**config.mk**
```make
export PLATFORM = sky130hd
export DESIGN_NAME = bptc_ctrl
export DESIGN_NICKNAME = d
export VERILOG_FILES = /design/src/rtl/bptc_pkg.sv /design/src/rtl/bptc_ctrl.sv
export SDC_FILE = /design/constraint.sdc
export NUM_CORES = 1
export LEC_CHECK = 0
export BUFFER_PORTS_ARGS = -buffer_cell sky130_fd_sc_hd__clkbuf_2
export CAP_MARGIN = 20
export CORE_AREA = 10 10 47 49
export CTS_CLUSTER_DIAMETER = 40
export DETAILED_ROUTE_END_ITERATION = 6
export DIE_AREA = 0 0 57 59
export PLACE_DENSITY = 0.64
export RECOVER_POWER = 25
export SLEW_MARGIN = 30
export SYNTH_ARGS = -nofsm -noshare
export SYNTH_HDL_FRONTEND = slang
export SYNTH_SLANG_ARGS = --single-unit
```
**constraint.sdc**
```tcl
create_clock -name clock -period 1.8 [get_ports clock]
set_input_delay 0.09 -clock clock [delete_from_list [all_inputs] [get_ports clock]]
set_output_delay 0.09 -clock clock [all_outputs]
set_load 0.05 [all_outputs]
```
**src/rtl/bptc_pkg.sv**
```systemverilog
`timescale 1ns / 1ps
// ----------------------------------------------------------------------------
// bptc_pkg
// Shared constants, register map and stage payload types for the
// barometric pressure / temperature compensation pipeline.
// ----------------------------------------------------------------------------
package bptc_pkg;

   localparam int NUM_STAGES = 9;

   // stage indexes into the pipeline enable vector
   localparam int STG_DT    = 0;
   localparam int STG_MUL   = 1;
   localparam int STG_FIRST = 2;
   localparam int STG_SQ    = 3;
   localparam int STG_CORR  = 4;
   localparam int STG_APPLY = 5;
   localparam int STG_PPROD = 6;
   localparam int STG_PSUM  = 7;
   localparam int STG_OUT   = 8;

   localparam int REQ_DATA_W = 48;
   localparam int RSP_DATA_W = 72;
   localparam int CSR_ADDR_W = 5;
   localparam int CSR_DATA_W = 32;

   localparam logic [2:0] REG_SENS     = 3'd0;
   localparam logic [2:0] REG_OFF      = 3'd1;
   localparam logic [2:0] REG_TCS      = 3'd2;
   localparam logic [2:0] REG_TCO      = 3'd3;
   localparam logic [2:0] REG_TREF     = 3'd4;
   localparam logic [2:0] REG_TEMPSENS = 3'd5;

   localparam logic [1:0] REGION_NORMAL = 2'd0;
   localparam logic [1:0] REGION_LOW    = 2'd1;
   localparam logic [1:0] REGION_VLOW   = 2'd2;

   localparam logic signed [19:0] TEMP_REF   = 20'sd2000;
   localparam logic signed [19:0] VLOW_SHIFT = 20'sd3500;
   localparam logic signed [18:0] VLOW_LIMIT = -19'sd3500;

   typedef struct packed {
      logic [15:0] c1;
      logic [15:0] c2;
      logic [15:0] c3;
      logic [15:0] c4;
      logic [15:0] c5;
      logic [15:0] c6;
   } coeff_type;

   typedef struct packed {
      logic [NUM_STAGES-1:0] en;
   } pipe_ctrl_type;

   typedef struct packed {
      logic [23:0] d1;
      logic [19:0] temp;
      logic [17:0] t2;
      logic [35:0] off;
      logic [34:0] sens;
      logic [1:0]  region;
      logic [35:0] sq1;
      logic [35:0] sq2;
   } first_out_type;

   typedef struct packed {
      logic [23:0] d1;
      logic [20:0] temp;
      logic [40:0] off;
      logic [40:0] sens;
      logic [1:0]  region;
   } second_out_type;

endpackage

```
**src/rtl/bptc_ctrl.sv**
```systemverilog
`timescale 1ns / 1ps
// ----------------------------------------------------------------------------
// bptc_ctrl
// Valid bits and per-stage load enables; a stage loads when it is empty or
// the stage after it moves, so bubbles collapse under backpressure.
// ----------------------------------------------------------------------------
module bptc_ctrl
   import bptc_pkg::*;
(
   input  logic          clock,
   input  logic          reset,
   input  logic          req_tvalid,
   output logic          req_tready,
   output logic          rsp_tvalid,
   input  logic          rsp_tready,
   output pipe_ctrl_type pipe
);

   logic [NUM_STAGES-1:0] valid_ff;
   logic [NUM_STAGES-1:0] valid_in;
   logic [NUM_STAGES-1:0] ready;

   always_comb begin
      ready[NUM_STAGES-1] = !valid_ff[NUM_STAGES-1] || rsp_tready;
      for (int k = NUM_STAGES - 2; k >= 0; k--) begin
         ready[k] = !valid_ff[k] || ready[k+1];
      end
   end

   always_comb begin
      valid_in = valid_ff;
      if (ready[0]) begin
         valid_in[0] = req_tvalid;
      end
      for (int k = 1; k < NUM_STAGES; k++) begin
         if (ready[k]) begin
            valid_in[k] = valid_ff[k-1];
         end
      end
   end

   always_ff @(posedge clock) begin
      if (reset) begin
         valid_ff <= '0;
      end else begin
         valid_ff <= valid_in;
      end
   end

   assign pipe.en    = ready;
   assign req_tready = ready[0];
   assign rsp_tvalid = valid_ff[NUM_STAGES-1];

endmodule

```
---- Yosys cells after proc, flatten, opt, wreduce, memory -nomap -nowiden ----
Cells that the tools add are included.
cells by class
  reductions and logical operators ........ 18
operators with widths
  kind               count
  1-bit logical NOT  9
  1-bit logical OR   9
word-level totals
  logic and storage cells ................. 27
  input port bits ......................... 4
  output and inout bits ................... 11
  register bits ........................... 9

---- Logic depth before layout (Yosys ltp) ----
  depth in word-level cells ............... 10
  depth in mapped cells ................... 5
  depth with buffers taken out ............ 3

---- Least setup slack after synthesis ----
Ideal clock, no wire load.
  kind .................................... reg2out
  start ................................... reg valid_ff[8]
  end ..................................... out pipe[0] (netlist bit)
  path slack .............................. -0.224 ns
  required time ........................... 1.710 ns
  buffers on the path ..................... 2
  arrival ................................. 1.934 ns
  stages on the path, launching flop included .. 6
  cells stage by stage .................... dfxtp_1 -> and3b_1 -> buf_6 -> nand3_4 -> or2_1 -> buf_4
RTL lines
  element                 RTL line         text
  start, declared         bptc_ctrl.sv:19  logic [NUM_STAGES-1:0] valid_ff;
  start signal, assigned  bptc_ctrl.sv:46  valid_ff <= valid_in;
  end, declared           bptc_ctrl.sv:16  output pipe_ctrl_type pipe

---- Worst setup path in the final report ----
  start ................................... reg valid_ff[6]
  end ..................................... out req_tready
on the way
  cells in the longest elaborated chain, start to end .. 8
ends and longest elaborated chain
  element                         RTL line         text
  1-bit logical NOT               bptc_ctrl.sv:26  ready[k] = !valid_ff[k] || ready[k+1];
  1-bit logical OR (7 in series)  bptc_ctrl.sv:26
  end, declared                   bptc_ctrl.sv:13  output logic req_tready,
No other way between the ends.

==> flow_summary.yaml <==
sta:
  hold_violations: 0
  rsz0062_at_grt: "false"
  report.final.slew_viol_count: 0
  period_minus_slack_ns: 1.64
  max_slew_margin_pct: 59.7
  tns_ns: 0
  clock.fmax_mhz: 610
  worst_slack_ns: 0.160
  finalCritPeriodShare_pct: 91.1
  setup_viol: 0
  finClkSkew_ns: 0.00611
  tightest_slew_ns: 0.607
detailed_routing:
  drtPass1Iterations: 4
  drc: 0
  initialDrtViolationCount: 4
  wl_per_cell_um: 11.5
  num_vias: 322
  routed_wl_um: 860
  ant_nets: 0
  vias_per_cell: 4.29
layout:
  final_cells: 75
  top_regs: "valid_ff: 9 flops"
  top_register: "valid_ff"
  drive_gt1_share_pct: 37.3
  largest_reg_flops: 9
  syn_to_final_growth_pct: 24.1
  diodes: 0
  fin_util_pct: 34.9
  fin_nets: 64
floorplanning:
  core_area_sq_mm: 0.00140
  die_h_um: 59
  die_x_um: 57
  start_util_pct: 28.1
  ios: 15
  dieArea_sq_mm: 0.00336
  row_count: 14
critical_path:
  cp.required_ns: 1.71
  ff2ff_path_depth: 3
  cp-end-kind: "primary output"
  cp-start-kind: "register"
  crit_arrival_ns: 1.55
  critical-path-top-delay-family: "simple AND/OR/NAND/NOR gates"
  slowest_delay_ns: 0.36
  cp_cell_sequence: "and2_1 -> nand3_4 -> or2_4 -> clkbuf_2"
  critPathLaunch: "valid_ff[6]"
  path_class: "register to primary output"
  cp_num_buf_inv: 1
  crit_fanout: 6
  worst_r2r_endpoint: "valid_ff[0]"
  r2r-start: "valid_ff[6]"
  cp.depth: 4
  cp_slowest_cell: "dfxtp_1"
  cp-endpoint: "req_tready"
  r2r_slack_ns: 0.69
clock_tree:
  clockRootBuffer: "clkbuf_4"
  clockBufferDepth: 2
  cts_sinks: 9
  cts-resized-gates: 0
  holdBufCountCts: 0
  cts_setup_buffers: 0
  cts_buffers: 3
  clk_pin_slew_ns: 0.06
  clk-insertion-delay-late_ns: 0.26
  cts_tree: "built"
  htreeDepth: 1
placed_design:
  hpwlAfterDp_um: 689
  gp_congestion: 0.725
  pre_cts_ws_ns: 0.436
  place_inst: 71
  port_buffers: 14
logic_synthesis:
  yosysUniqueCellTypes: 17
  synth_most_common_cell: "dfxtp_1"
  yosys_warnings: 0
  syn_area_sq_um: 394
  synth_top_area_share_pct: 45.7
  yosys.area.top_type: "dfxtp_1"
  ys_ff_latch: 9
  ys_seq_area_share_pct: 45.7
  synth.area.top_cells: "dfxtp_1 46%, a21oi_1 8.9%, nand4_2 6.3%, inv_1 5.7%, nand3_4 4.4%"
  synth-main-ff-cell: "dfxtp_1"
  async_flop_share_pct: 0
  syn_inst: 44
  syn_avg_cell_area_sq_um: 8.96
  synth_nets: 48
  synth_edf_count: 0
  synth_common_cells: "9 x dfxtp_1, 7 x a21oi_1, 6 x inv_1"
grt:
  grt_max_degree: 11
  grt_pass1_wl_um: 1440
  grt_pass1_vias: 354
  grt_use_total_pct: 5.71
  overflow: 0
  antenna_found_initial: 0
worst_hold_path:
  min_path_cells: 3
  hold_path.class: "input pin to register"
status:
  outcome: "completed"
run:
  cap_violations: 0
power_and_ir_drop:
  powerDensity_mw_per_mm2: 755
  ir_drop_uv: 388
  power_leakage_nw: 0.212
  p_total_uw: 370
==> report_power, final <==
group	leakage, nW	internal (mW)	switching [mW]
registers	0.0731	0.203	0.00224
logic	0.124	0.00545	0.00645
clock network	0.0150	0.0852	0.0674
total	0.212	0.293	0.0761
==> placed cells by master (no fill, tap or decap), types with 2 or more instances in the layout <==
cell type | synthesis | routed
nand4_2 | 2 | 2
nor2_1 | 4 | 4
clkbuf_2 | 0 | 13
inv_1 | 6 | 6
clkbuf_1 | 1 | 2
clkbuf_4 | 0 | 3
a21oi_1 | 7 | 7
nand2b_1 | 2 | 2
dfxtp_1 | 9 | 9
nand2_1 | 3 | 3
==> cell type report <==
class                   count  area [sq um]
flip-flops and latches      9           180
fillers                   173           912
clock buffers               4          26.3
multi-input cells          25           164
repair buffers             15          76.3
inverters                   6          22.5
well taps                  16          20.0
==> worst min-delay path: cells and delay by family <==
| kind | cells | cell delay, ns |
|---|---|---|
| buffers and inverters | 1 | 0.07 |
| AO/OA/AOI/OAI | 1 | 0.05 |
| AND/OR/NAND/NOR | 1 | 0.06 |
==> per-stage QoR <==
stage                     cell area (sq um)  hold WS (ns)
after floorplan                         398         0.217
after global placement                  465         0.317
after detailed placement                465         0.316
after CTS                               492        0.0450
after global routing                    489        0.0658
final                                   489        0.0542
==> metal layers <==
metal / up-vias / wire length, um / track usage, %
met5: - / 0 / 0
met4: 0 / 5 / 5.03
met3: 2 / 94 / 4.51
met2: 10 / 392 / 8.53
met1: 140 / 369 / 4.88
li1: 170 / - / -
==> logic make-up after synthesis <==
group | Yosys count | share of synthesized area, %
buf+inv | 10 | 13.3
simple gates | 17 | 28.9
flops | 9 | 45.7
compound gates | 8 | 12.1
==> how the worst min path moves through the flow <==
stage               slack, ns       start           to
floorplan                0.22  req_tvalid  valid_ff[0]
global placement         0.32  req_tvalid  valid_ff[0]
detailed placement       0.32  req_tvalid  valid_ff[0]
CTS                      0.04  req_tvalid  valid_ff[0]
global route             0.07  req_tvalid  valid_ff[0]
finish                   0.05  req_tvalid  valid_ff[0]
No activity file was read; power rests on OpenSTA's default activity.
