**config.mk**
```make
export PLATFORM = sky130hd
export DESIGN_NAME = bptc_second
export DESIGN_NICKNAME = d
export VERILOG_FILES = /design/src/rtl/bptc_pkg.sv /design/src/rtl/bptc_second.sv
export SDC_FILE = /design/constraint.sdc
export NUM_CORES = 1
export LEC_CHECK = 0
export ABC_AREA = 1
export BUFFER_PORTS_ARGS = -buffer_cell sky130_fd_sc_hd__buf_2
export CAP_MARGIN = 20
export CORE_MARGIN = 5
export CORE_UTILIZATION = 35
export DETAILED_ROUTE_END_ITERATION = 8
export MAX_ROUTING_LAYER = met4
export PLACE_DENSITY = 0.6
export SYNTH_ARGS = -nofsm -noshare
export SYNTH_HDL_FRONTEND = slang
export SYNTH_SLANG_ARGS = --single-unit
```
**constraint.sdc**
```tcl
create_clock -name clock -period 4.4 [get_ports clock]
set_clock_uncertainty 0.2 [all_clocks]
set_input_delay 0.22 -clock clock [delete_from_list [all_inputs] [get_ports clock]]
set_output_delay 0.22 -clock clock [all_outputs]
set_load 0.005 [all_outputs]
```
**src/rtl/bptc_pkg.sv**
```systemverilog
`timescale 1ns / 1ps
// ----------------------------------------------------------------------------
// bptc_pkg
// Shared constants, register map and stage payload types for the
// barometric pressure / temperature compensation pipeline.
// ----------------------------------------------------------------------------
package bptc_pkg;

   localparam int NUM_STAGES = 9;

   // stage indexes into the pipeline enable vector
   localparam int STG_DT    = 0;
   localparam int STG_MUL   = 1;
   localparam int STG_FIRST = 2;
   localparam int STG_SQ    = 3;
   localparam int STG_CORR  = 4;
   localparam int STG_APPLY = 5;
   localparam int STG_PPROD = 6;
   localparam int STG_PSUM  = 7;
   localparam int STG_OUT   = 8;

   localparam int REQ_DATA_W = 48;
   localparam int RSP_DATA_W = 72;
   localparam int CSR_ADDR_W = 5;
   localparam int CSR_DATA_W = 32;

   localparam logic [2:0] REG_SENS     = 3'd0;
   localparam logic [2:0] REG_OFF      = 3'd1;
   localparam logic [2:0] REG_TCS      = 3'd2;
   localparam logic [2:0] REG_TCO      = 3'd3;
   localparam logic [2:0] REG_TREF     = 3'd4;
   localparam logic [2:0] REG_TEMPSENS = 3'd5;

   localparam logic [1:0] REGION_NORMAL = 2'd0;
   localparam logic [1:0] REGION_LOW    = 2'd1;
   localparam logic [1:0] REGION_VLOW   = 2'd2;

   localparam logic signed [19:0] TEMP_REF   = 20'sd2000;
   localparam logic signed [19:0] VLOW_SHIFT = 20'sd3500;
   localparam logic signed [18:0] VLOW_LIMIT = -19'sd3500;

   typedef struct packed {
      logic [15:0] c1;
      logic [15:0] c2;
      logic [15:0] c3;
      logic [15:0] c4;
      logic [15:0] c5;
      logic [15:0] c6;
   } coeff_type;

   typedef struct packed {
      logic [NUM_STAGES-1:0] en;
   } pipe_ctrl_type;

   typedef struct packed {
      logic [23:0] d1;
      logic [19:0] temp;
      logic [17:0] t2;
      logic [35:0] off;
      logic [34:0] sens;
      logic [1:0]  region;
      logic [35:0] sq1;
      logic [35:0] sq2;
   } first_out_type;

   typedef struct packed {
      logic [23:0] d1;
      logic [20:0] temp;
      logic [40:0] off;
      logic [40:0] sens;
      logic [1:0]  region;
   } second_out_type;

endpackage

```
**src/rtl/bptc_second.sv**
```systemverilog
`timescale 1ns / 1ps
// ----------------------------------------------------------------------------
// bptc_second
// Second-order correction: OFF2/SENS2 from the squares, then the corrected
// TEMP, OFF and SENS.
// ----------------------------------------------------------------------------
module bptc_second
   import bptc_pkg::*;
(
   input  logic           clock,
   input  pipe_ctrl_type  pipe,
   input  first_out_type  first_in,
   output second_out_type second_out
);

   logic [39:0] s1, s2;
   logic [39:0] five1, seven2, eleven2;
   logic [39:0] off2_in, sens2_in;

   logic [39:0] off2_ff, sens2_ff;
   logic [23:0] d1_ff;
   logic [19:0] temp_ff;
   logic [17:0] t2_ff;
   logic [35:0] off_ff;
   logic [34:0] sens_ff;
   logic [1:0]  region_ff;

   second_out_type out_ff, out_in;

   assign s1      = {4'h0, first_in.sq1};
   assign s2      = {4'h0, first_in.sq2};
   assign five1   = (s1 << 2) + s1;
   assign seven2  = (s2 << 3) - s2;
   assign eleven2 = (s2 << 3) + (s2 << 1) + s2;

   always_comb begin
      case (first_in.region)
         REGION_LOW: begin
            off2_in  = five1 >> 1;
            sens2_in = five1 >> 2;
         end
         REGION_VLOW: begin
            off2_in  = (five1 >> 1) + seven2;
            sens2_in = (five1 >> 2) + (eleven2 >> 1);
         end
         default: begin
            off2_in  = '0;
            sens2_in = '0;
         end
      endcase
   end

   always_ff @(posedge clock) begin
      if (pipe.en[STG_CORR]) begin
         off2_ff   <= off2_in;
         sens2_ff  <= sens2_in;
         d1_ff     <= first_in.d1;
         temp_ff   <= first_in.temp;
         t2_ff     <= first_in.t2;
         off_ff    <= first_in.off;
         sens_ff   <= first_in.sens;
         region_ff <= first_in.region;
      end
   end

   always_comb begin
      out_in.d1     = d1_ff;
      out_in.region = region_ff;
      out_in.temp   = $signed({temp_ff[19], temp_ff}) - $signed({3'b000, t2_ff});
      out_in.off    = $signed({{5{off_ff[35]}}, off_ff}) - $signed({1'b0, off2_ff});
      out_in.sens   = $signed({{6{sens_ff[34]}}, sens_ff}) - $signed({1'b0, sens2_ff});
   end

   always_ff @(posedge clock) begin
      if (pipe.en[STG_APPLY]) begin
         out_ff <= out_in;
      end
   end

   assign second_out = out_ff;

endmodule

```
After elaboration in Yosys (flattened, before gate mapping)

Cells that the tools add are included.

Word-level logic and storage cells: 26
Input bits: 217
Bits in registers: 344

Eq/ne operators: 2
Multiplexer cells: 2
$add $sub $neg: 9

Operator list:

| cell                 | count |
|---|---|
| $pmux W40 S2         | 2 |
| $sub A35 B41 Y41     | 1 |
| $sub A36 B41 Y41     | 1 |
| $add A37 B39 Y40     | 1 |
| $add A38 B40 Y40     | 1 |
| $add A39 B37 Y40     | 1 |
| $add A40 B36 Y40     | 1 |
| $sub A39 B36 Y40     | 1 |
| $add A38 B36 Y39     | 1 |
| $sub A20 B19 Y21     | 1 |
| $eq A2 B1 Y1 const B | 1 |
| $eq A2 B2 Y1 const B | 1 |

Logic depth before layout (Yosys ltp)

Depth after elaboration: 4
Gate-level depth with buffers: 30
Depth with buffers taken out: 30

Least setup slack after synthesis

Ideal clock, no wire load.

Path type: input to register
From: in first_in[36] (netlist name)
To: reg off2_ff[37], data pin
Cell stages on the path: 28
Path slack: 0.514 ns
Required time: 3.947 ns
Path buffers: 0
Library setup time: 0.253 ns
Arrival time: 3.433 ns
Cell sequence: ha_1 -> fa_1 -> nand2_1 -> o21ai_2 -> nand2_1 -> nand2_2 -> nand2_1 -> nand2_2 -> nand2_1 -> nand2_2 -> nand2_1 -> nand2_1 -> nand2_1 -> nand2_1 -> fa_1 -> inv_1 -> ha_1 -> nand2_1 -> nor2_1 -> inv_1 -> nor2_1 -> inv_1 -> nor3_1 -> nand3_1 -> nand3_1 -> nand2_1 -> nand3_1 -> nand2_1

Longest elaborated chain between the ends: 3

RTL lines:

| element              | RTL line          | text |
|---|---|---|
| start, declared      | bptc_second.sv:12 | `input first_out_type first_in,` |
| $add A38 B36 Y39 *   | bptc_second.sv:32 | `assign five1 = (s1 << 2) + s1;` |
| $add A38 B40 Y40     | bptc_second.sv:43 | `off2_in = (five1 >> 1) + seven2;` |
| $pmux W40 S2 *       | bptc_second.sv:37 | `case (first_in.region)` |
| net off2_in[37]      | bptc_second.sv:18 | `logic [39:0] off2_in, sens2_in;` |
| end signal, assigned | bptc_second.sv:55 | `off2_ff <= off2_in;` |
| end, declared        | bptc_second.sv:20 | `logic [39:0] off2_ff, sens2_ff;` |

The timed path passes the listed nets; every way through them passes the cells marked *.
A chain may end at the register's enable or synchronous reset.

Final worst setup path

From: in first_in[47] (netlist name)
To: reg off2_ff[38], data pin

Longest elaborated chain between the ends: 3

RTL lines:

| element          | RTL line |
|---|---|
| $add A38 B36 Y39 | bptc_second.sv:32 |
| $add A38 B40 Y40 | bptc_second.sv:43 |
| $pmux W40 S2     | bptc_second.sv:37 |
| net off2_in[38]  | bptc_second.sv:18 |

The timed path passes the listed nets, and every way through them passes these cells.

==> flow_metrics.tcl <==
set metrics [dict create \
    outcome "finished, final reports clean" \
    cts_max_level 2 \
    cts_buffer_depth 3 \
    layoutNonFillerInstCount 6028 \
    viasPerCell 4.91 \
    dpl.hpwl_mm 102 \
    final_common_cell "nand2_1" \
    clkLatencyLatePin_ns 0.56 \
    finalHoldViolCount 0 \
    die_area_um2 91000 \
    rows 107 \
    p_per_area_nw_per_um2 457 \
    ys_ff_latch 344 \
    core-area_um2 84700 \
    slew_headroom_pct 35.2 \
    fillers 8547 \
    port_buffers 338 \
    cap_violations 0 \
    final_cell_mix "nand2_1, inv_1, buf_4" \
    grt_pass1_vias 29600 \
    antenna_found_initial 2 \
    avgSynthCellArea_um2 7.72 \
    vias 29600 \
    tightest_slew_ns 0.972 \
    hold_ws_ns 0.0526 \
    clkSinkCount 344 \
    period_minus_slack_ns 4.21 \
    grt_max_degree 117 \
    synth_top_area_share_pct 34.7 \
    postSynthCellCount 3859 \
    reg2reg_depth 12 \
    hp-class "in -> reg" \
    cts_root_buf "clkbuf_16" \
    synth_largest_area_cell "edfxtp_1" \
    cp-end-kind "flip-flop" \
    nNetsFinal 5398 \
    ys_seq_area_share_pct 34.7 \
    yosys-top-cells-area "edfxtp_1, nand2_1, ha_1" \
    die_h_um 302 \
    critPathKind "in -> reg" \
    grt.total_usage_pct 25.9 \
    whs_path_depth 1 \
    initial_utilization_pct 35.1 \
    ys_warn_count 0 \
    fp.dieW_um 302 \
    clk_pin_slew_ns 0.06 \
    drtPass1Iterations 5 \
    grt_pass1_wl_mm 175 \
    cts-buffers-inserted 37 \
    max_freq_ghz 0.238 \
    utilization_pct 46.2 \
    worstPathArrival_ns 4.34 \
    synth_cell_types 53 \
    required_ns 4.53 \
    place_inst 5822 \
    postRouteAntennaNets 0 \
    avgRoutedWirePerCell_um 19.6 \
    finalMaxSlewViolations 0 \
    rsz0062_at_grt "false" \
    wl_mm 118 \
    setup_viol 0 \
    p_leak_uw 0.0186 \
    ios 346 \
    path_max_fanout 4 \
    grt.overflow.total 0 \
    drcViolationCount 0 \
    cts_tree "built" \
    place_congestion 1.02 \
    synth_fp_nets 4403 \
    finalCritPeriodShare_pct 95.6 \
    start_kind "input port" \
    post_route_cells_drive_above_1_share_pct 20.0 \
    syn_to_final_growth_pct 31.5 \
    drtIter0Drc 2064 \
    syn-cell-area_um2 29800 \
    ir_drop_mv 0.269 \
]
-- registers in the layout, summed over array words and instances, names as in the netlist --
signal	cells
second_out	129
off2_ff	40
sens2_ff	40
off_ff	36
sens_ff	35
d1_ff	24
temp_ff	20
t2_ff	18
region_ff	2
-- Yosys cell counts (all sizes together) --
| cell type | instances |
|---|---|
| o211a | 1 |
| o211ai | 8 |
| clkinv | 1 |
| nand3 | 188 |
| xnor2 | 50 |
| and3 | 6 |
| o21bai | 42 |
| nand2 | 878 |
| nor4 | 14 |
| or3 | 1 |
| fa | 73 |
| or2 | 9 |
| nand3b | 11 |
| inv | 656 |
| o21a | 4 |
| a21boi | 14 |
| edfxtp | 344 |
| a211oi | 4 |
| a21oi | 303 |
| o221ai | 2 |
| clkbuf | 6 |
| nor2 | 448 |
| and2 | 8 |
| a31oi | 36 |
| ha | 254 |
| buf | 5 |
| o21ai | 251 |
| nand4 | 46 |
| xor2 | 104 |
| o221a | 1 |
| o22ai | 4 |
| nor3 | 52 |
| a21o | 34 |
| a221oi | 1 |
-- worst paths after layout --
path / to / start / slack [ns]
min: off_ff[24] / pipe[4] / 0.05
min reg2reg: second_out[114] / d1_ff[9] / 0.21
max: off2_ff[38] / first_in[47] / 0.19
max reg2reg: second_out[75] / off2_ff[0] / 1.45
-- kinds of logic after synthesis --
| kind of cell | synth area share (%) |
|---|---|
| AO/OA/AOI/OAI | 13.1 |
| XOR/XNOR | 4.76 |
| adder cells (fa/ha/maj) | 15.6 |
| buffers and inverters | 8.43 |
| flip-flops | 34.7 |
| AND/OR/NAND/NOR | 23.4 |
-- per-stage QoR --
stage / instance area, µm² / worst slack [ns] / power (µW) / TNS, ns
detailed placement: 36600 / -0.244 / 14600 / -5.10
global route: 39200 / 0.00421 / 19200 / 0
global placement: 36600 / -0.280 / 14700 / -5.50
floorplan: 29800 / 0.514 / 9950 / 0
finish: 39200 / 0.195 / 17900 / 0
CTS: 39200 / 0.351 / 17900 / 0
-- worst max-delay path, stage by stage --
cell      delay, ns
buf_2          0.11
ha_1           0.35
a21oi_1        0.27
o21ai_0        0.19
a21oi_1        0.23
nand2_2        0.12
a21oi_2        0.18
xnor2_2        0.17
inv_1          0.10
fa_1           0.50
inv_1          0.04
ha_1           0.39
nand2_1        0.17
inv_1          0.05
a21oi_1        0.24
a21boi_0       0.23
buf_4          0.15
o21ai_0        0.08
nand2_1        0.06
nand3_1        0.10
nand2_1        0.08
nand2_1        0.05
nor2_1         0.27
-- power breakdown --
part	leakage, µW	switching (µW)	internal, µW
Sequential	0.00335	157	4260
Clock	0.000572	1400	1650
Combinational	0.0147	6180	4240
Total	0.0186	7740	10100
-- per-layer routing --
layer	vias to the layer above	global-route usage (%)	part of all wire, %
met4	0	7.50	3.3
met1	13800	33.4	44
met3	161	2.23	5.4
met2	906	43.7	48
li1	14800	-	-
met5	-	-	0
-- cell type report --
type                            count  area, µm²  share of cell area (%)
Clock buffer                       38        930                    2.37
Inverter                          657       2470                    6.30
Clock inverter                     29        234                   0.597
Antenna cell                        2       5.00                  0.0128
Sequential cell                   344      10300                    26.4
Timing Repair Buffer              967       6820                    17.4
Multi-Input combinational cell   2847      16900                    43.3
Tap cell                         1144       1430                    3.65
-- repair_timing --
action,CTS,global route
gates resized for setup,0,2
setup endpoints to repair,0,2
hold endpoints to repair,186,0
buffers inserted,0,0
hold buffers,137,0
Note: power is estimated with default switching activity, not from simulation.
