===== src/rtl/bptc_pkg.sv =====
`timescale 1ns / 1ps
// ----------------------------------------------------------------------------
// bptc_pkg
// Shared constants, register map and stage payload types for the
// barometric pressure / temperature compensation pipeline.
// ----------------------------------------------------------------------------
package bptc_pkg;

   localparam int NUM_STAGES = 9;

   // stage indexes into the pipeline enable vector
   localparam int STG_DT    = 0;
   localparam int STG_MUL   = 1;
   localparam int STG_FIRST = 2;
   localparam int STG_SQ    = 3;
   localparam int STG_CORR  = 4;
   localparam int STG_APPLY = 5;
   localparam int STG_PPROD = 6;
   localparam int STG_PSUM  = 7;
   localparam int STG_OUT   = 8;

   localparam int REQ_DATA_W = 48;
   localparam int RSP_DATA_W = 72;
   localparam int CSR_ADDR_W = 5;
   localparam int CSR_DATA_W = 32;

   localparam logic [2:0] REG_SENS     = 3'd0;
   localparam logic [2:0] REG_OFF      = 3'd1;
   localparam logic [2:0] REG_TCS      = 3'd2;
   localparam logic [2:0] REG_TCO      = 3'd3;
   localparam logic [2:0] REG_TREF     = 3'd4;
   localparam logic [2:0] REG_TEMPSENS = 3'd5;

   localparam logic [1:0] REGION_NORMAL = 2'd0;
   localparam logic [1:0] REGION_LOW    = 2'd1;
   localparam logic [1:0] REGION_VLOW   = 2'd2;

   localparam logic signed [19:0] TEMP_REF   = 20'sd2000;
   localparam logic signed [19:0] VLOW_SHIFT = 20'sd3500;
   localparam logic signed [18:0] VLOW_LIMIT = -19'sd3500;

   typedef struct packed {
      logic [15:0] c1;
      logic [15:0] c2;
      logic [15:0] c3;
      logic [15:0] c4;
      logic [15:0] c5;
      logic [15:0] c6;
   } coeff_type;

   typedef struct packed {
      logic [NUM_STAGES-1:0] en;
   } pipe_ctrl_type;

   typedef struct packed {
      logic [23:0] d1;
      logic [19:0] temp;
      logic [17:0] t2;
      logic [35:0] off;
      logic [34:0] sens;
      logic [1:0]  region;
      logic [35:0] sq1;
      logic [35:0] sq2;
   } first_out_type;

   typedef struct packed {
      logic [23:0] d1;
      logic [20:0] temp;
      logic [40:0] off;
      logic [40:0] sens;
      logic [1:0]  region;
   } second_out_type;

endpackage


===== src/rtl/bptc_press.sv =====
`timescale 1ns / 1ps
// ----------------------------------------------------------------------------
// bptc_press
// Pressure: D1*SENS as two partial products, their sum, the offset
// subtraction and the final output register.
// ----------------------------------------------------------------------------
module bptc_press
   import bptc_pkg::*;
(
   input  logic           clock,
   input  pipe_ctrl_type  pipe,
   input  second_out_type second_in,
   output logic [31:0]    temperature_centi,
   output logic [31:0]    pressure_centi,
   output logic [1:0]     temp_region
);

   // stage 7
   logic [43:0]        pl_ff, pl_in;
   logic signed [45:0] ph_ff, ph_in;
   logic [20:0]        temp_p1_ff;
   logic [40:0]        off_p1_ff;
   logic [1:0]         region_p1_ff;

   // stage 8
   logic signed [65:0] prod_ff, prod_in;
   logic [20:0]        temp_p2_ff;
   logic [40:0]        off_p2_ff;
   logic [1:0]         region_p2_ff;

   // stage 9
   logic signed [45:0] diff;
   logic [31:0]        temp_out_ff, temp_out_in;
   logic [31:0]        press_out_ff, press_out_in;
   logic [1:0]         region_out_ff;

   assign pl_in = {20'h0, second_in.d1} * {24'h0, second_in.sens[19:0]};
   assign ph_in = $signed({1'b0, second_in.d1}) * $signed(second_in.sens[40:20]);

   always_ff @(posedge clock) begin
      if (pipe.en[STG_PPROD]) begin
         pl_ff        <= pl_in;
         ph_ff        <= ph_in;
         temp_p1_ff   <= second_in.temp;
         off_p1_ff    <= second_in.off;
         region_p1_ff <= second_in.region;
      end
   end

   assign prod_in = $signed({ph_ff, 20'h00000}) + $signed({22'h0, pl_ff});

   always_ff @(posedge clock) begin
      if (pipe.en[STG_PSUM]) begin
         prod_ff      <= prod_in;
         temp_p2_ff   <= temp_p1_ff;
         off_p2_ff    <= off_p1_ff;
         region_p2_ff <= region_p1_ff;
      end
   end

   // both results fit 32 bits for every input pattern, so no clipping
   assign diff         = $signed(prod_ff[65:21]) - $signed({{4{off_p2_ff[40]}}, off_p2_ff});
   assign press_out_in = {diff[45], diff[45:15]};
   assign temp_out_in  = {{11{temp_p2_ff[20]}}, temp_p2_ff};

   always_ff @(posedge clock) begin
      if (pipe.en[STG_OUT]) begin
         temp_out_ff   <= temp_out_in;
         press_out_ff  <= press_out_in;
         region_out_ff <= region_p2_ff;
      end
   end

   assign temperature_centi = temp_out_ff;
   assign pressure_centi    = press_out_ff;
   assign temp_region       = region_out_ff;

endmodule


===== config.mk =====
export PLATFORM = sky130hd
export DESIGN_NAME = bptc_press
export DESIGN_NICKNAME = d
export VERILOG_FILES = /design/src/rtl/bptc_pkg.sv /design/src/rtl/bptc_press.sv
export SDC_FILE = /design/constraint.sdc
export NUM_CORES = 2
export LEC_CHECK = 0
export ABC_AREA = 1
export BUFFER_PORTS_ARGS = -buffer_cell sky130_fd_sc_hd__clkbuf_2
export CORE_MARGIN = 2
export CORE_UTILIZATION = 45
export CTS_BUF_LIST = sky130_fd_sc_hd__clkbuf_8
export DETAILED_ROUTE_END_ITERATION = 7
export GPL_TIMING_DRIVEN = 0
export HOLD_SLACK_MARGIN = 0.03
export PLACE_DENSITY = 0.63
export SYNTH_ARGS = -nofsm -noshare
export SYNTH_HDL_FRONTEND = slang
export SYNTH_SLANG_ARGS = --single-unit

===== constraint.sdc =====
create_clock -name clock -period 13.6 [get_ports clock]
set_clock_uncertainty 0.1 [all_clocks]
set_input_delay 1.36 -clock clock [delete_from_list [all_inputs] [get_ports clock]]
set_output_delay 1.36 -clock clock [all_outputs]
set_load 0.005 [all_outputs]

After elaboration in Yosys (flattened, before gate mapping)
Index checks and enable logic that the tools add are counted.
- bits in registers: 338
- input bits: 139
- output and inout port bits: 66
- word-level logic and storage cells: 16
- add/sub/neg operators: 2
- multiply operators: 2
- operator list (cell ; count):
    adder 66 x 45 -> 66 bit ; 1
    multiplier 25 x 21 -> 46 bit ; 1
    subtractor 45 x 41 -> 46 bit ; 1
    multiplier 24 x 20 -> 44 bit ; 1

Logic depth before layout (Yosys ltp)
- word-level depth: 1
- gate-level depth with buffers: 30
- depth with buffers taken out: 28

Worst setup path before layout
Ideal clock, no wire load.
- path type: input to register
- start: in second_in[113] (netlist name)
- end: reg ph_ff[44], data pin
- library setup time: 0.252 ns
- arrival: 6.705 ns
- data required time: 13.248 ns
- slack: 6.543 ns
- stages on the path: 27
- path buffers: 2
- path through: clkbuf_1 -> clkbuf_1 -> nand2_1 -> inv_1 -> fa_1 -> fa_1 -> inv_1 -> fa_1 -> inv_1 -> fa_1 -> inv_1 -> fa_1 -> inv_1 -> fa_1 -> inv_1 -> fa_1 -> inv_1 -> ha_1 -> a21o_1 -> a21oi_1 -> nor2_1 -> o21bai_1 -> nand3_1 -> nand2_1 -> nand2_1 -> nand2_1 -> nand2_1
- cells in the longest elaborated chain, start to end: 1
- RTL lines (what ; RTL line ; source):
    start, declared ; bptc_press.sv:12 ; input second_out_type second_in,
    multiplier 25 x 21 -> 46 bit ; bptc_press.sv:38 ; assign ph_in = $signed({1'b0, second_in.d1}) * $signed(second_in.sens[40:20]);
    net ph_in[44] ; bptc_press.sv:20 ; logic signed [45:0] ph_ff, ph_in;
    end signal, assigned ; bptc_press.sv:43 ; ph_ff <= ph_in;
    end, declared ; bptc_press.sv:20 ;
The timed path passes the listed nets, and every way through them passes these cells.
A chain may end at the register's enable or synchronous reset.

Final worst setup path
- start: in second_in[105] (netlist name)
- end: reg pl_ff[33], data pin
- cells in the longest elaborated chain, start to end: 1
- RTL lines (what ; RTL line ; source):
    multiplier 24 x 20 -> 44 bit ; bptc_press.sv:37 ; assign pl_in = {20'h0, second_in.d1} * {24'h0, second_in.sens[19:0]};
    net pl_in[33] ; bptc_press.sv:19 ; logic [43:0] pl_ff, pl_in;
    end signal, assigned ; bptc_press.sv:42 ; pl_ff <= pl_in;
    end, declared ; bptc_press.sv:19 ;
The timed path passes the listed nets, and every way through them passes these cells.

==> impl_metrics.py <==
metrics = {
    "min_path": {
        "hold_path.class": "reg2reg",
    },
    "setup_path": {
        "r2r_setup_slack_ns": 10.88,
        "r2r-end": "prod_ff[61]",
        "worst_r2r_path_depth": 10,
        "endpoint_kind": "register",
        "timing.rr.start": "pl_ff[35]",
        "startpoint": "second_in[105]",
        "start_kind": "input port",
        "worstPathRequired_ns": 13.82,
        "arrival_ns": 8.57,
        "critPathMaxFanout": 10,
        "endpoint": "pl_ff[33]",
        "path_class": "in2reg",
    },
    "placed_design": {
        "io_buffers": 189,
        "place_congestion": 0.999,
        "hpwl_um": 142000,
    },
    "grt": {
        "grt_max_degree": 110,
        "grt_pass1_vias": 41300,
        "grt_first_pass_wirelength_um": 252000,
        "overflow": 0,
        "grt_use_total": 0.309,
        "antenna_found_initial": 12,
    },
    "drt": {
        "dr.pass1.iters": 5,
        "route.detailed.drc": 0,
        "drtAntennaViolNets": 0,
        "routed_wl_um": 169000,
        "vias": 39600,
        "routed_via_density": 5.18,
        "first_iter_violations": 3093,
        "detail_route.wl_per_cell_um": 22.1,
    },
    "clock_tree": {
        "htree_levels": 2,
        "cts_buffers": 43,
        "cts_max_path_buffers": 3,
        "cts.sinks": 297,
        "cts_setup_buffers": 0,
        "path_clk_slew_ns": 0.07,
        "tritoncts": "built",
        "clk_latency_ns": 0.59,
        "ctsRootBufferMaster": "clkbuf_8",
        "cts_hold_buf": 0,
        "cts_resized": 0,
    },
    "sta": {
        "finalMaxSlewViolations": 0,
        "worstMarginPinSlew_ns": 1.45,
        "rsz0062_at_grt": "no",
        "setup_viol": 0,
        "hold_viol": 0,
        "fmax_mhz": 120,
        "min_period_over_period": 0.613,
        "tns_ns": 0,
        "period_minus_slack_ns": 8.34,
        "slew_headroom": 0.0354,
    },
    "finish": {
        "drive_gt1_frac": 0.0485,
        "syn_to_final_growth_pct": 7.48,
        "multi_input_area_sq_um": 32700,
        "layout_common_cells": "inv_1 (1,635), nand2_1 (1,593), fa_1 (808)",
        "ff_latch_area_sq_um": 8920,
        "num-nets-final": 7551,
        "layout.cells.most_common": "inv_1",
        "nFillCells": 10600,
    },
    "die": {
        "start_util": 0.453,
        "core_sq_um": 107000,
        "ios": 205,
        "rows": 120,
        "die_height_um": 332,
        "dieArea_sq_um": 110000,
        "die_w_um": 332,
    },
    "synthesis": {
        "ys_types": 43,
        "synth_flop_cell": "edfxtp_1",
        "syn_nets": 7315,
        "syn_inst": 5966,
        "synth.yosys.warnings": 0,
        "yosysTopAreaCell": "fa_1",
        "avgSynthCellArea_sq_um": 8.13,
        "synthArstFlopShare": 0,
        "netlist_area_sq_um": 48500,
        "synth_seq_area_share": 0.184,
        "synth_edf_count": 297,
        "synth_seq_cells": 297,
        "synth_area_leaders": "fa_1 (33%), edfxtp_1 (18%), inv_1 (13%), nand2_1 (12%), ha_1 (10%)",
        "yosys.area.top_type_share": 0.333,
    },
    "status": {
        "status": "finished, final reports clean",
    },
    "run": {
        "cap_violations": 0,
    },
}
## area by class of cell
cell class              instances  share of cell area
multi-input cells            3839               0.627
inverters                    1630               0.117
clock buffers                  43              0.0113
diodes                          8            0.000384
well taps                    1403              0.0337
repair buffers                191              0.0194
flip-flops and latches        297               0.171
plain buffers                 200              0.0153
clock inverters                32             0.00482
## stage by stage
| stage | instances | util | instance area [sq um] | hold WS, ns | setup WS [ns] |
|---|---|---|---|---|---|
| 5_1_grt | 7636 | 0.487 | 52100 | 0.320 | 5.09 |
| 2_1_floorplan | 5966 | - | 48500 | 0.300 | 6.54 |
| 3_3_place_gp | 7558 | 0.479 | 51200 | 0.300 | 4.72 |
| 6_report | 7643 | 0.487 | 52200 | 0.311 | 5.26 |
| 3_5_place_dp | 7559 | 0.479 | 51300 | 0.305 | 4.73 |
| 4_1_cts | 7634 | 0.487 | 52100 | 0.314 | 5.35 |
## metal layers
metal / GRT usage / vias to the layer above / wire length, um
met3: 0.0710 / 377 / 15900
met5: 0 / - / 96
met1: 0.396 / 19400 / 67800
met2: 0.503 / 1733 / 76700
met4: 0.131 / 10 / 8320
li1: - / 18100 / -
## cells in the mapped netlist, types with 2 or more instances
| master | instances |
|---|---|
| o21a_1 | 13 |
| a21oi_1 | 206 |
| nor4_1 | 2 |
| nor2_1 | 305 |
| nor3_2 | 5 |
| a21o_1 | 17 |
| o211ai_2 | 2 |
| nand2_1 | 1593 |
| fa_1 | 808 |
| edfxtp_1 | 297 |
| nor3b_1 | 2 |
| xor2_1 | 77 |
| nand3_1 | 117 |
| or2_2 | 13 |
| and3_1 | 3 |
| a21boi_0 | 7 |
| o211ai_1 | 4 |
| o21ai_2 | 4 |
| buf_1 | 3 |
| nand2_2 | 6 |
| clkbuf_1 | 185 |
| inv_1 | 1628 |
| nand3b_1 | 4 |
| o21bai_1 | 14 |
| xnor2_1 | 15 |
| nor3_1 | 37 |
| nor2_2 | 3 |
| o21ai_0 | 119 |
| nand4_1 | 43 |
| buf_4 | 12 |
| ha_1 | 402 |
| inv_2 | 2 |
| o21ai_1 | 8 |
## flip-flops by register name, indices dropped and copies added, names as in the netlist
signal             count
ph_ff                 46
prod_ff               45
off_p1_ff             41
off_p2_ff             41
pressure_centi        31
pl_ff                 24
temp_p1_ff            21
temp_p2_ff            21
temperature_centi     21
region_p1_ff           2
region_p2_ff           2
temp_region            2
## worst min path at each step
stage	startpoint	to	slack, ns	cells past startpoint
final	off_p1_ff[35]	off_p2_ff[35]	0.31	0
after global routing	region_p1_ff[1]	region_p2_ff[1]	0.32	0
after CTS	off_p1_ff[35]	off_p2_ff[35]	0.31	0
after detailed placement	off_p1_ff[35]	off_p2_ff[35]	0.30	0
after global placement	temp_p2_ff[13]	temperature_centi[13]	0.30	0
after floorplan	off_p1_ff[0]	off_p2_ff[0]	0.30	0
## critical path: stages
cell and delay [ns]:
clkbuf_2 0.10, clkbuf_1 0.83, buf_1 0.91, nand2_1 0.16
fa_1 0.57, fa_1 0.51, inv_1 0.05, fa_1 0.35
inv_1 0.09, fa_1 0.45, fa_1 0.53, fa_1 0.51
fa_1 0.56, inv_1 0.06, ha_1 0.34, a21oi_1 0.30
o21ai_0 0.19, a21oi_1 0.27, o21a_1 0.15, nand2_1 0.11
xor2_1 0.17
## cell families (layout without fill, tap and decap cells)
kind of cell    count (synthesis)  in the layout  synth area share
flops                         297            297             0.184
buf+inv                      1830           2096             0.142
other cells                     0              8                 0
simple gates                 2138           2138             0.175
fa+ha+maj                    1210           1210             0.437
xor+xnor                       92             92            0.0166
compound gates                399            399            0.0454
Power is not shown: default switching activity piles up to over one toggle a cycle in this logic, so the estimate is an artifact.
