**config.mk**
```make
export PLATFORM = sky130hd
export DESIGN_NAME = bptc_csr
export DESIGN_NICKNAME = d
export VERILOG_FILES = /design/src/rtl/bptc_pkg.sv /design/src/rtl/bptc_csr.sv
export SDC_FILE = /design/constraint.sdc
export NUM_CORES = 1
export LEC_CHECK = 0
export BUFFER_PORTS_ARGS = -buffer_cell sky130_fd_sc_hd__buf_2
export CAP_MARGIN = 20
export CORE_ASPECT_RATIO = 2
export CORE_MARGIN = 3
export CORE_UTILIZATION = 44
export CTS_CLUSTER_SIZE = 30
export DETAILED_ROUTE_END_ITERATION = 6
export GPL_TIMING_DRIVEN = 0
export PLACE_DENSITY = 0.78
export REMOVE_ABC_BUFFERS = 1
export SETUP_SLACK_MARGIN = 0.02
export SYNTH_ARGS = -nofsm -noshare
export SYNTH_HDL_FRONTEND = slang
export SYNTH_SLANG_ARGS = --single-unit
```
**constraint.sdc**
```tcl
create_clock -name clock -period 1.5 [get_ports clock]
set_input_delay 0.15 -clock clock [delete_from_list [all_inputs] [get_ports clock]]
set_output_delay 0.15 -clock clock [all_outputs]
set_load 0.005 [all_outputs]
```
**src/rtl/bptc_pkg.sv**
```systemverilog
`timescale 1ns / 1ps
// ----------------------------------------------------------------------------
// bptc_pkg
// Shared constants, register map and stage payload types for the
// barometric pressure / temperature compensation pipeline.
// ----------------------------------------------------------------------------
package bptc_pkg;

   localparam int NUM_STAGES = 9;

   // stage indexes into the pipeline enable vector
   localparam int STG_DT    = 0;
   localparam int STG_MUL   = 1;
   localparam int STG_FIRST = 2;
   localparam int STG_SQ    = 3;
   localparam int STG_CORR  = 4;
   localparam int STG_APPLY = 5;
   localparam int STG_PPROD = 6;
   localparam int STG_PSUM  = 7;
   localparam int STG_OUT   = 8;

   localparam int REQ_DATA_W = 48;
   localparam int RSP_DATA_W = 72;
   localparam int CSR_ADDR_W = 5;
   localparam int CSR_DATA_W = 32;

   localparam logic [2:0] REG_SENS     = 3'd0;
   localparam logic [2:0] REG_OFF      = 3'd1;
   localparam logic [2:0] REG_TCS      = 3'd2;
   localparam logic [2:0] REG_TCO      = 3'd3;
   localparam logic [2:0] REG_TREF     = 3'd4;
   localparam logic [2:0] REG_TEMPSENS = 3'd5;

   localparam logic [1:0] REGION_NORMAL = 2'd0;
   localparam logic [1:0] REGION_LOW    = 2'd1;
   localparam logic [1:0] REGION_VLOW   = 2'd2;

   localparam logic signed [19:0] TEMP_REF   = 20'sd2000;
   localparam logic signed [19:0] VLOW_SHIFT = 20'sd3500;
   localparam logic signed [18:0] VLOW_LIMIT = -19'sd3500;

   typedef struct packed {
      logic [15:0] c1;
      logic [15:0] c2;
      logic [15:0] c3;
      logic [15:0] c4;
      logic [15:0] c5;
      logic [15:0] c6;
   } coeff_type;

   typedef struct packed {
      logic [NUM_STAGES-1:0] en;
   } pipe_ctrl_type;

   typedef struct packed {
      logic [23:0] d1;
      logic [19:0] temp;
      logic [17:0] t2;
      logic [35:0] off;
      logic [34:0] sens;
      logic [1:0]  region;
      logic [35:0] sq1;
      logic [35:0] sq2;
   } first_out_type;

   typedef struct packed {
      logic [23:0] d1;
      logic [20:0] temp;
      logic [40:0] off;
      logic [40:0] sens;
      logic [1:0]  region;
   } second_out_type;

endpackage

```
**src/rtl/bptc_csr.sv**
```systemverilog
`timescale 1ns / 1ps
// ----------------------------------------------------------------------------
// bptc_csr
// APB-style register file holding the six calibration words.
// ----------------------------------------------------------------------------
module bptc_csr
   import bptc_pkg::*;
(
   input  logic                  clock,
   input  logic                  reset,
   input  logic                  csr_psel,
   input  logic                  csr_penable,
   input  logic                  csr_pwrite,
   input  logic [CSR_ADDR_W-1:0] csr_paddr,
   input  logic [CSR_DATA_W-1:0] csr_pwdata,
   output logic [CSR_DATA_W-1:0] csr_prdata,
   output logic                  csr_pready,
   output coeff_type             coeff
);

   coeff_type   coeff_ff;
   coeff_type   coeff_in;
   logic [2:0]  index;
   logic        wr_en;
   logic [15:0] wdata;
   logic [15:0] rdata;

   assign index      = csr_paddr[4:2];
   assign wr_en      = csr_psel && csr_penable && csr_pwrite;
   assign wdata      = csr_pwdata[15:0];
   assign csr_pready = 1'b1;
   assign coeff      = coeff_ff;
   assign csr_prdata = {16'h0, rdata};

   always_comb begin
      coeff_in = coeff_ff;
      if (wr_en) begin
         case (index)
            REG_SENS:     coeff_in.c1 = wdata;
            REG_OFF:      coeff_in.c2 = wdata;
            REG_TCS:      coeff_in.c3 = wdata;
            REG_TCO:      coeff_in.c4 = wdata;
            REG_TREF:     coeff_in.c5 = wdata;
            REG_TEMPSENS: coeff_in.c6 = wdata;
            default:      coeff_in = coeff_ff;
         endcase
      end
   end

   always_comb begin
      case (index)
         REG_SENS:     rdata = coeff_ff.c1;
         REG_OFF:      rdata = coeff_ff.c2;
         REG_TCS:      rdata = coeff_ff.c3;
         REG_TCO:      rdata = coeff_ff.c4;
         REG_TREF:     rdata = coeff_ff.c5;
         REG_TEMPSENS: rdata = coeff_ff.c6;
         default:      rdata = 16'h0;
      endcase
   end

   always_ff @(posedge clock) begin
      if (reset) begin
         coeff_ff <= '0;
      end else begin
         coeff_ff <= coeff_in;
      end
   end

endmodule

```
# Word-level counts from Yosys, hierarchy flattened
# Cells that the tools add are included.
[word_totals]
register_bits = 96
output_inout_bits = 129
elab_cells = 21
[op_classes]
n_eq_ne = 5
mux = 1
reduce_logical = 9
[ops]
columns = ["cell", "n"]
rows = [
  ["16-bit one-hot mux with 6 select lines", 1],
  ["2-bit AND reduction", 6],
  ["3-bit by 2-bit equality test with 1-bit output (second input constant)", 2],
  ["3-bit equality test (second input constant)", 2],
  ["3-bit by 1-bit equality test with 1-bit output (second input constant)", 1],
  ["3-bit zero test", 1],
  ["1-bit logical AND", 2],
]

# Logic depth before layout (Yosys ltp)
# Gate-level depths: netlist of the first run.
[logic_depth]
depth_word = 3
ltp_mapped = 6

# Least setup slack after synthesis of the first run
# Ideal clock, no wire load.
[synth_timing]
path_type = "input to output"
startpoint = "input port csr_paddr[2]"
endpoint = "output port csr_prdata[4]"
arrival_time_ns = 1.089
required_ns = 1.350
slack_ns = 0.261
stages = 5
n_path_buf = 2
cell_sequence = "buf_4 buf_2 mux2_2 a22oi_1 o21ai_0"
[synth_via]
elab_chain_cells = 2
elab_cells_between_ends = 7
[synth_rtl]
columns = ["element", "line_no", "rtl"]
rows = [
  ["start, declared", "bptc_csr.sv:14", "input logic [CSR_ADDR_W-1:0] csr_paddr,"],
  ["3-bit equality test, or another cell as far along", "bptc_csr.sv:51", "case (index)"],
  ["16-bit one-hot mux with 6 select lines *", "bptc_csr.sv:51", ""],
  ["end, declared", "bptc_csr.sv:16", "output logic [CSR_DATA_W-1:0] csr_prdata,"],
]
# Every way passes the cells marked *; elsewhere a longest branch is shown, timed or not.

# Final worst setup path of the first run
[layout_timing]
startpoint = "register coeff_ff, in the netlist coeff[55]"
endpoint = "output port csr_prdata[7]"
[layout_via]
elab_chain_cells = 1
[layout_rtl]
columns = ["element", "line_no", "rtl"]
rows = [
  ["start, declared", "bptc_csr.sv:21", "coeff_type coeff_ff;"],
  ["start signal, assigned", "bptc_csr.sv:66", "coeff_ff <= coeff_in;"],
  ["16-bit one-hot mux with 6 select lines", "bptc_csr.sv:51", ""],
]
# Every way passes these cells.

==> out/qor.csv, run 1 <==
metric,value,unit
status,"complete, but fails checks",
violated checks,setup timing,
pin count of the biggest net entering global routing,65,
DP Area,5330,um2
Root Driver,clkbuf_16,
max reg flops,96,
post-synthesis register bit count,96,
Core Box Area,10500,um2
GRT Total Usage,24.2,%
Clock power frac,45.4,%
total grt overflow,0,
Worst EP required,1350,ps
Crit Path Class,flip-flop to output port,
Initial Utilization,45.0,%
Filler Cells Inserted,912,
worst-case clock buffer depth,2,
antenna violations before repair,1,
Avg WL per Cell,19.8,um
Place WS,-1140,ps
prevailing post-synth register cell,dfxtp_1,
die span in y,153,um
Final Total Pwr,5.53,mW
1st-iter DRT viols,249,
worst hold slack,72.2,ps
Ports,171,
cell row count,53,
Final Instance Area,6040,um2
Flop pwr share,46.7,%
first-pass GRT wire length,22400,um
Fin Clk Skew,0,ps
largest area contributor in the netlist,dfxtp_1,
"Seq/Total Area, Yosys",40.5,%
Post-synth EDFFs,0,
Setup crit end kind,output port,
setup TNS,-264,ps
Leak,3.19,nW
"Reg clk slew, reported paths",70,ps
RSZ-0062 raised after global routing,yes,
final setup fails,7,
Post-Syn Area per Cell,10.0,um2
Hold Crit Class,input port to flip-flop,
drt first pass iters,4,
mapped cell area,4740,um2
startpoint types,flip-flop,
Synth cell types,31,
detailed placement HPWL,9920,um
Clock Latency Late Sink,350,ps
Post-route DRC,0,
Routability Congestion,0.843,
Async SR Flop Fraction,0,%
Post-Synthesis Cells,473,
P&R area growth vs syn,27.4,%
full die area,12100,um2
final-stage net count,644,
vias per inst,5.53,
Power Internal,4.22,mW
Num CTS Buffers,9,
clock tree sinks,96,
Synthesis Warnings,0,
Synth top area share,40.5,%
"top cells by count, synth","97 x nand2b_1, 96 x dfxtp_1, 87 x mux2i_1, 29 x mux2_2",
Fmax,630,MHz
Sw Pwr,1.31,mW
share of layout cells above drive strength 1,43.0,%
"top cells by area, synth","dfxtp_1 41%, mux2i_1 18%, nand2b_1 13%, mux2_2 6.9%, buf_4 4.0%",
"Cell Count, Final, Fillers Out",745,
worst vdd ir,0.667,mV
CTS tree,yes,
Die X,79.4,um
PortBufs,135,
DP Cell Count,708,
final WL,14800,um
Post-CTS Hold Fix Bufs,0,
endpoints failing hold,0,
Max-Cap Viols,0,
power per cell area,915,nW/um2
worst path arrival time,1440,ps
"Max FO, Critical Path",3,
worst setup margin,-87.0,ps
# H-tree levels,3,
number of global-route vias before repair,4274,
top-count cell post-synth,nand2b_1,
Worst-Margin Slew,931,ps
Switching Share,23.7,%
minimum clock period,1590,ps
Final Max Slew Viols,0,
post-route ant nets,0,
Max-slew headroom,37.9,%
Tcrit/Tclk final,106,%
Comb power frac,7.9,%
final core utilization,57.3,%
vias,4118,
==> timing repair <==
action                     in CTS  in global routing
setup buffers                  14                  6
resized for setup              49                 31
pin swaps                       6                 10
setup endpoints to repair     112                 16
==> power by group through the flow <==
stage	logic, mW	registers, mW	clock network [mW]
3_3_place_gp	0.366	2.64	0
3_5_place_dp	0.384	2.64	0
4_1_cts	0.420	2.58	2.53
2_1_floorplan	0.176	2.64	0
6_report	0.437	2.58	2.51
5_1_grt	0.464	2.58	2.61
==> cells in the final DEF, fill, tap and decap left out, types with 2 or more instances in the layout <==
master / instances
buf_4: 21
dfxtp_2: 31
o21ai_0: 18
clkbuf_16: 9
inv_6: 3
nand2_4: 3
o211ai_1: 3
a22oi_2: 8
a32oi_2: 2
buf_2: 132
a221o_1: 2
a22oi_1: 6
nor3_1: 2
nand2_1: 3
nand2b_1: 96
conb_1: 17
buf_12: 2
nand3_1: 16
bufinv_16: 2
nor2b_4: 3
buf_6: 2
a221oi_2: 2
mux2_4: 7
a32oi_1: 5
mux2i_1: 87
a21oi_1: 18
o21ai_1: 6
dfxtp_1: 65
mux2_2: 22
==> final timing paths <==
check	startpoint	slack, ps	cells past startpoint	end
setup reg to reg	coeff[66]	720	3	coeff[66]
setup / recovery	coeff[55]	-90	4	csr_prdata[7]
hold / removal	csr_pwdata[9]	70	3	coeff[73]
hold reg to reg	coeff[63]	480	2	coeff[63]
==> kinds of logic (layout without fill, tap and decap cells) <==
logic type      Yosys count  count (layout)  synth area share [%]
flops                    96              96                  40.5
mux                     116             116                  25.3
other cells               2              18                 0.158
buf+inv                  55             174                  7.23
simple gates            133             133                  17.5
compound gates           71              71                  9.32
==> critical path: stages (launching register included) <==
cell and delay (ps):
dfxtp_1 330, mux2_4 280, a32oi_2 190, o211ai_1 130, buf_2 160
==> layout make-up <==
| class | instances | area, um2 | area share [%] |
|---|---|---|---|
| Antenna cell | 1 | 2.50 | 0.0414 |
| Inverter | 1 | 3.75 | 0.0622 |
| Clock buffer | 9 | 225 | 3.73 |
| Clock inverter | 7 | 103 | 1.70 |
| Multi-Input combinational cell | 337 | 2690 | 44.6 |
| Timing Repair Buffer | 157 | 881 | 14.6 |
| Sequential cell | 96 | 1960 | 32.5 |
| Tap cell | 137 | 171 | 2.84 |
==> per-layer routing <==
layer,global-route usage (%),up-vias,wire length [um]
met3,4.08,53,773
met1,23.8,1981,5170
li1,-,1896,-
met4,16.6,0,833
met2,44.4,188,8010
met5,0,-,0
No activity file was read; power rests on OpenSTA's default activity.
==> run 2: changes to the inputs <==
CORE_ASPECT_RATIO = default   (was 2)
TNS_END_PERCENT = 50   (was default)
==> run 2 against run 1 <==
The flow still finishes with violations (setup timing). Final area shrank 2.4%. Combinational power down 1%. Maximum frequency fell by 2.4%. Sequential cell count did not move. Largest cell class unchanged.
==> out/qor.csv, run 2 (synthesis gave the netlist of run 1 again) <==
metric,value,unit,change
status,"complete, but fails checks",,
violated checks,setup timing,,
Root Driver,clkbuf_8,,
worst-case clock buffer depth,2,,unchanged
Sw Pwr,1.18,mW,-9.6%
Num CTS Buffers,9,,unchanged
Final Instance Area,5890,um2,-2.4%
DP Area,5350,um2,+0.26%
Initial Utilization,45.5,%,+0.55 points
Post-route DRC,0,,unchanged
final-stage net count,651,,+1.1%
worst path bufs/invs,1,,unchanged
Routability Congestion,0.833,,-1.3%
Flop pwr share,56.4,%,+9.7 points
Clock power frac,34.1,%,-11 points
detailed placement HPWL,8900,um,-10%
P&R area growth vs syn,24.3,%,
"commonest non-fill, non-tap cell in the layout",buf_2,,
share of layout cells above drive strength 1,43.0,%,about the same
Comb power frac,9.5,%,+1.6 points
Crit Path Class,input port to flip-flop,,
WP depth,4,,unchanged
Avg WL per Cell,18.1,um,-8.7%
worst flop-to-flop path endpoint,coeff[85],,
final core utilization,56.6,%,-0.72 points
worst hold start,csr_pwdata[6],,
Antenna Cells,0,,-1
clock tree sinks,96,,unchanged
hold path depth,3,,unchanged
RSZ-0062 raised after global routing,yes,,
Worst EP required,1770,ps,+420 ps
Fmax,615,MHz,-2.4%
Switching Share,25.9,%,+2.2 points
DP Cell Count,708,,unchanged
first-pass GRT wire length,20500,um,-8.4%
total grt overflow,0,,unchanged
"Reg clk slew, reported paths",100,ps,+30 ps
max reg flops,96,,unchanged
Hold Crit Class,input port to flip-flop,,
antenna violations before repair,0,,-1
Slowest cell on crit path,and4b_2,,
Die X,110,um,+38%
minimum clock period,1630,ps,+38.8 ps
worst path arrival time,1890,ps,+450 ps
FF-to-FF path depth,3,,unchanged
most frequent cells in the layout,"132 x buf_2, 96 x nand2b_1, 87 x mux2i_1",,
final setup fails,38,,+31
power per cell area,776,nW/um2,-15%
Setup crit end kind,flip-flop,,
PortBufs,135,,unchanged
cell row count,37,,-30%
R2R setup slack,760,ps,+40 ps
number of global-route vias before repair,3912,,-8.5%
Final Max Slew Viols,0,,unchanged
worst hold slack,50.3,ps,-21.9 ps
final WL,13600,um,-8.1%
Core Box Area,10400,um2,-1.2%
GRT met2 Usage,37.4,%,-7.1 points
post-route ant nets,0,,unchanged
Max-Cap Viols,0,,unchanged
drt first pass iters,4,,unchanged
die span in y,110,um,-28%
met1 Resource Use GR,29.0,%,+5.3 points
worst setup margin,-126,ps,-38.8 ps
Hold Path Sink,coeff[70],,
vias,3998,,-2.9%
full die area,12100,um2,-0.63%
M3 GR Usage,3.88,%,-0.21 points
Tcrit/Tclk final,108,%,+2.6 points
startpoint types,input port,,
# H-tree levels,3,,unchanged
GRT Total Usage,22.3,%,-2.0 points
worst reg2reg startpoint,coeff[85],,
CTS tree,yes,,
CP peak stage delay,670,ps,+340 ps
Filler Cells Inserted,968,,+6.1%
endpoints failing hold,0,,unchanged
pin count of the biggest net entering global routing,70,,+7.7%
"Max FO, Critical Path",30,,+27
family with the most delay on the worst path,simple AND/OR/NAND/NOR gates,,
Clock Latency Late Sink,350,ps,about the same
"critical path, cell by cell","buf_4, and4b_2, nand2_2, mux2i_1",,
Max-slew headroom,54.9,%,+17 points
Ports,171,,unchanged
Critical Path Start,csr_paddr[3],,
Fin Clk Skew,0,ps,unchanged
vias per inst,5.33,,-3.6%
"Cell Count, Final, Fillers Out",750,,+0.67%
Place WS,-1050,ps,+84.9 ps
Leak,3.11,nW,-2.7%
Power Internal,3.39,mW,-20%
worst vdd ir,0.500,mV,-25%
gr busiest metal,met2,,
Worst-Margin Slew,675,ps,-256 ps
1st-iter DRT viols,190,,-24%
run 2: how the worst max path moves through the flow:
| stage | slack (ps) | to |
|---|---|---|
| CTS | -110 | coeff[10] |
| global placement | -1700 | coeff[34] |
| detailed placement | -1050 | coeff[44] |
| global route | -170 | coeff[10] |
| finish | -130 | coeff[85] |
| floorplan | -70 | coeff[32] |
run 2: final cells by class:
class                      count  area (um2)  area share, %
clock inverter                 4        30.0          0.510
tap                          136         170           2.89
multi-input combinational    337        2630           44.6
timing repair buffer         164         950           16.1
clock buffer                  12         145           2.46
sequential                    96        1960           33.3
inverter                       1        3.75         0.0637
run 2: power by group through the flow:
stage / sequential, mW / clock (mW) / combinational, mW
2_1_floorplan: 2.64 / 0 / 0.176
3_3_place_gp: 2.64 / 0 / 0.368
3_5_place_dp: 2.64 / 0 / 0.385
4_1_cts: 2.58 / 1.59 / 0.429
5_1_grt: 2.58 / 1.69 / 0.466
6_report: 2.58 / 1.56 / 0.432
run 2: per-layer routing:
layer | up-vias | wire length [um]
met5 | - | 0
met4 | 0 | 156
met3 | 15 | 881
met2 | 141 | 6570
met1 | 1953 | 5970
li1 | 1889 | -
run 2: worst reg2reg max path, stage by stage, from the launching register on:
cell	delay (ps)
dfxtp_2	330
buf_4	130
nand2b_1	70
mux2i_1	80
run 2: metrics by stage:
stage / power, mW / setup TNS, ps
6_report: 4.57 / -3410
4_1_cts: 4.60 / -2470
5_1_grt: 4.74 / -5330
3_3_place_gp: 3.01 / -117610
2_1_floorplan: 2.81 / -1140
3_5_place_dp: 3.02 / -90060
run 2: repair_timing:
item,in CTS,in global routing
pin swaps,8,1
resized for setup,62,5
endpoints found under the hold margin,0,0
hold buffers,0,0
setup endpoints to repair,112,48
buffers inserted,26,0
==> run 3: changes to the inputs <==
ABC_CLOCK_PERIOD_IN_PS = 1500   (was default)
SETUP_SLACK_MARGIN = 0.5   (was 0.02)
==> run 3 against run 2 <==
The flow still finishes with violations (setup timing). Non-clock buffer count is 19 higher. Largest power group unchanged. Critical endpoint is now csr_prdata[10]. Total power is 2.0% higher. Combinational power is 19% higher.
==> out/qor.csv, run 3 (synthesis gave the netlist of run 1 again) <==
metric,value,unit,change
max reg flops,96,,unchanged
drt first pass iters,5,,+1
clock tree sinks,96,,unchanged
worst path arrival time,1430,ps,-460 ps
final setup fails,9,,-76%
most frequent cells in the layout,"96 x nand2b_1, 94 x dfxtp_2, 87 x mux2i_1",,
status,"complete, but fails checks",,
Worst EP required,1350,ps,-420 ps
post-route ant nets,0,,unchanged
Max-Cap Viols,0,,unchanged
setup TNS,-300,ps,+3110 ps
worst vdd ir,0.496,mV,-0.81%
first-pass GRT wire length,21300,um,+4.0%
P&R area growth vs syn,40.1,%,
final WL,15200,um,+12%
Core Box Area,10400,um2,unchanged
antenna violations before repair,0,,unchanged
startpoint types,flip-flop,,
Root Driver,clkbuf_8,,
full die area,12100,um2,unchanged
Tcrit/Tclk final,105,%,-3.3 points
Hold Crit Class,input port to flip-flop,,
Fmax,634,MHz,+3.1%
RSZ-0062 raised after global routing,yes,,
CTS tree,yes,,
endpoints failing hold,0,,unchanged
power per cell area,703,nW/um2,-9.5%
PortBufs,135,,unchanged
Leak,3.32,nW,+6.8%
number of global-route vias before repair,4006,,+2.4%
Post-CTS Hold Fix Bufs,0,,unchanged
final-stage net count,671,,+3.1%
Final Max Slew Viols,0,,unchanged
Routability Congestion,0.833,,unchanged
Ports,171,,unchanged
worst-case clock buffer depth,2,,unchanged
cell row count,37,,unchanged
vias,4160,,+4.1%
detailed placement HPWL,8900,um,unchanged
Crit Path Class,flip-flop to output port,,
Avg WL per Cell,19.7,um,+8.8%
total grt overflow,0,,unchanged
pin count of the biggest net entering global routing,70,,unchanged
Final Total Pwr,4.67,mW,+2.0%
Antenna Cells,0,,unchanged
vias per inst,5.40,,+1.3%
Num CTS Buffers,9,,unchanged
Post-route DRC,0,,unchanged
Initial Utilization,45.5,%,unchanged
Place WS,-1050,ps,unchanged
1st-iter DRT viols,223,,+17%
violated checks,setup timing,,
Setup crit end kind,output port,,
Die X,110,um,unchanged
"commonest non-fill, non-tap cell in the layout",nand2b_1,,
Fin Clk Skew,0,ps,unchanged
"Max FO, Critical Path",2,,-93%
worst setup margin,-76.5,ps,+49.3 ps
# H-tree levels,3,,unchanged
share of layout cells above drive strength 1,55.4,%,+12 points
"Reg clk slew, reported paths",100,ps,about the same
Filler Cells Inserted,862,,-11%
worst hold slack,41.1,ps,-9.24 ps
die span in y,110,um,unchanged
GRT Total Usage,23.3,%,+1.1 points
minimum clock period,1580,ps,-49.3 ps
Clock Latency Late Sink,350,ps,about the same
[run 3: cell types whose count changed in the layout (fill, tap and decap cells not counted), moves of 10 or more]
cell | previous run | this run
buf_2 | 132 | 85
buf_6 | 3 | 63
dfxtp_1 | 63 | 0
dfxtp_2 | 33 | 94
mux2_2 | 29 | 19
mux2_4 | 0 | 10
[run 3: final cells by class]
class,count,area (um2),share of cell area (%)
clock buffers,12,145,2.19
clock inverters,4,30.0,0.452
inverters,1,6.26,0.0942
multi-input cells,338,2760,41.5
flip-flops and latches,96,2050,30.8
well taps,136,170,2.56
repair buffers,183,1490,22.4
[run 3: path summary, 6_finish.rpt]
path                            cells past startpoint             end  slack [ps]          start
worst max-delay path                                4  csr_prdata[10]         -80      coeff[90]
worst max register to register                      4       coeff[38]         670      coeff[38]
worst min register to register                      2       coeff[62]         490      coeff[62]
worst min-delay path                                3       coeff[71]          40  csr_pwdata[7]
[run 3: power breakdown]
part	total (mW)	switching (mW)	leakage (nW)	internal, mW
Sequential	2.58	0.0156	0.823	2.56
Clock	1.57	0.923	0.0748	0.651
Combinational	0.513	0.291	2.42	0.222
Total	4.66	1.23	3.32	3.44
[run 3: metrics by stage]
step | util [%] | cells | cell area, um2
floorplan | - | 434 | 4460
global placement | 50.9 | 705 | 5300
detailed placement | 51.3 | 708 | 5350
CTS | 59.4 | 756 | 6190
global route | 63.7 | 770 | 6640
finish | 63.7 | 770 | 6640
[run 3: critical path, cell delays in order, from the launching register on]
cell and delay, ps:
dfxtp_2 330, mux2_4 270, a221oi_2 250, a21oi_1 80, buf_2 140
[run 3: repair_timing]
| item | in CTS | in global routing |
|---|---|---|
| resized for setup | 155 | 77 |
| buffers inserted | 31 | 12 |
| setup endpoints to repair | 189 | 197 |
| pin swaps | 9 | 5 |
| cloned | 1 | 2 |
| endpoints found under the hold margin | 0 | 0 |
[run 3: per-layer routing]
| metal | vias up | track usage, % | part of all wire, % |
|---|---|---|---|
| met3 | 18 | 3.58 | 6.2 |
| met2 | 162 | 39.2 | 49 |
| met4 | 0 | 6.68 | 1.2 |
| li1 | 1940 | - | - |
| met1 | 2040 | 31.0 | 43 |
| met5 | - | 0 | 0 |
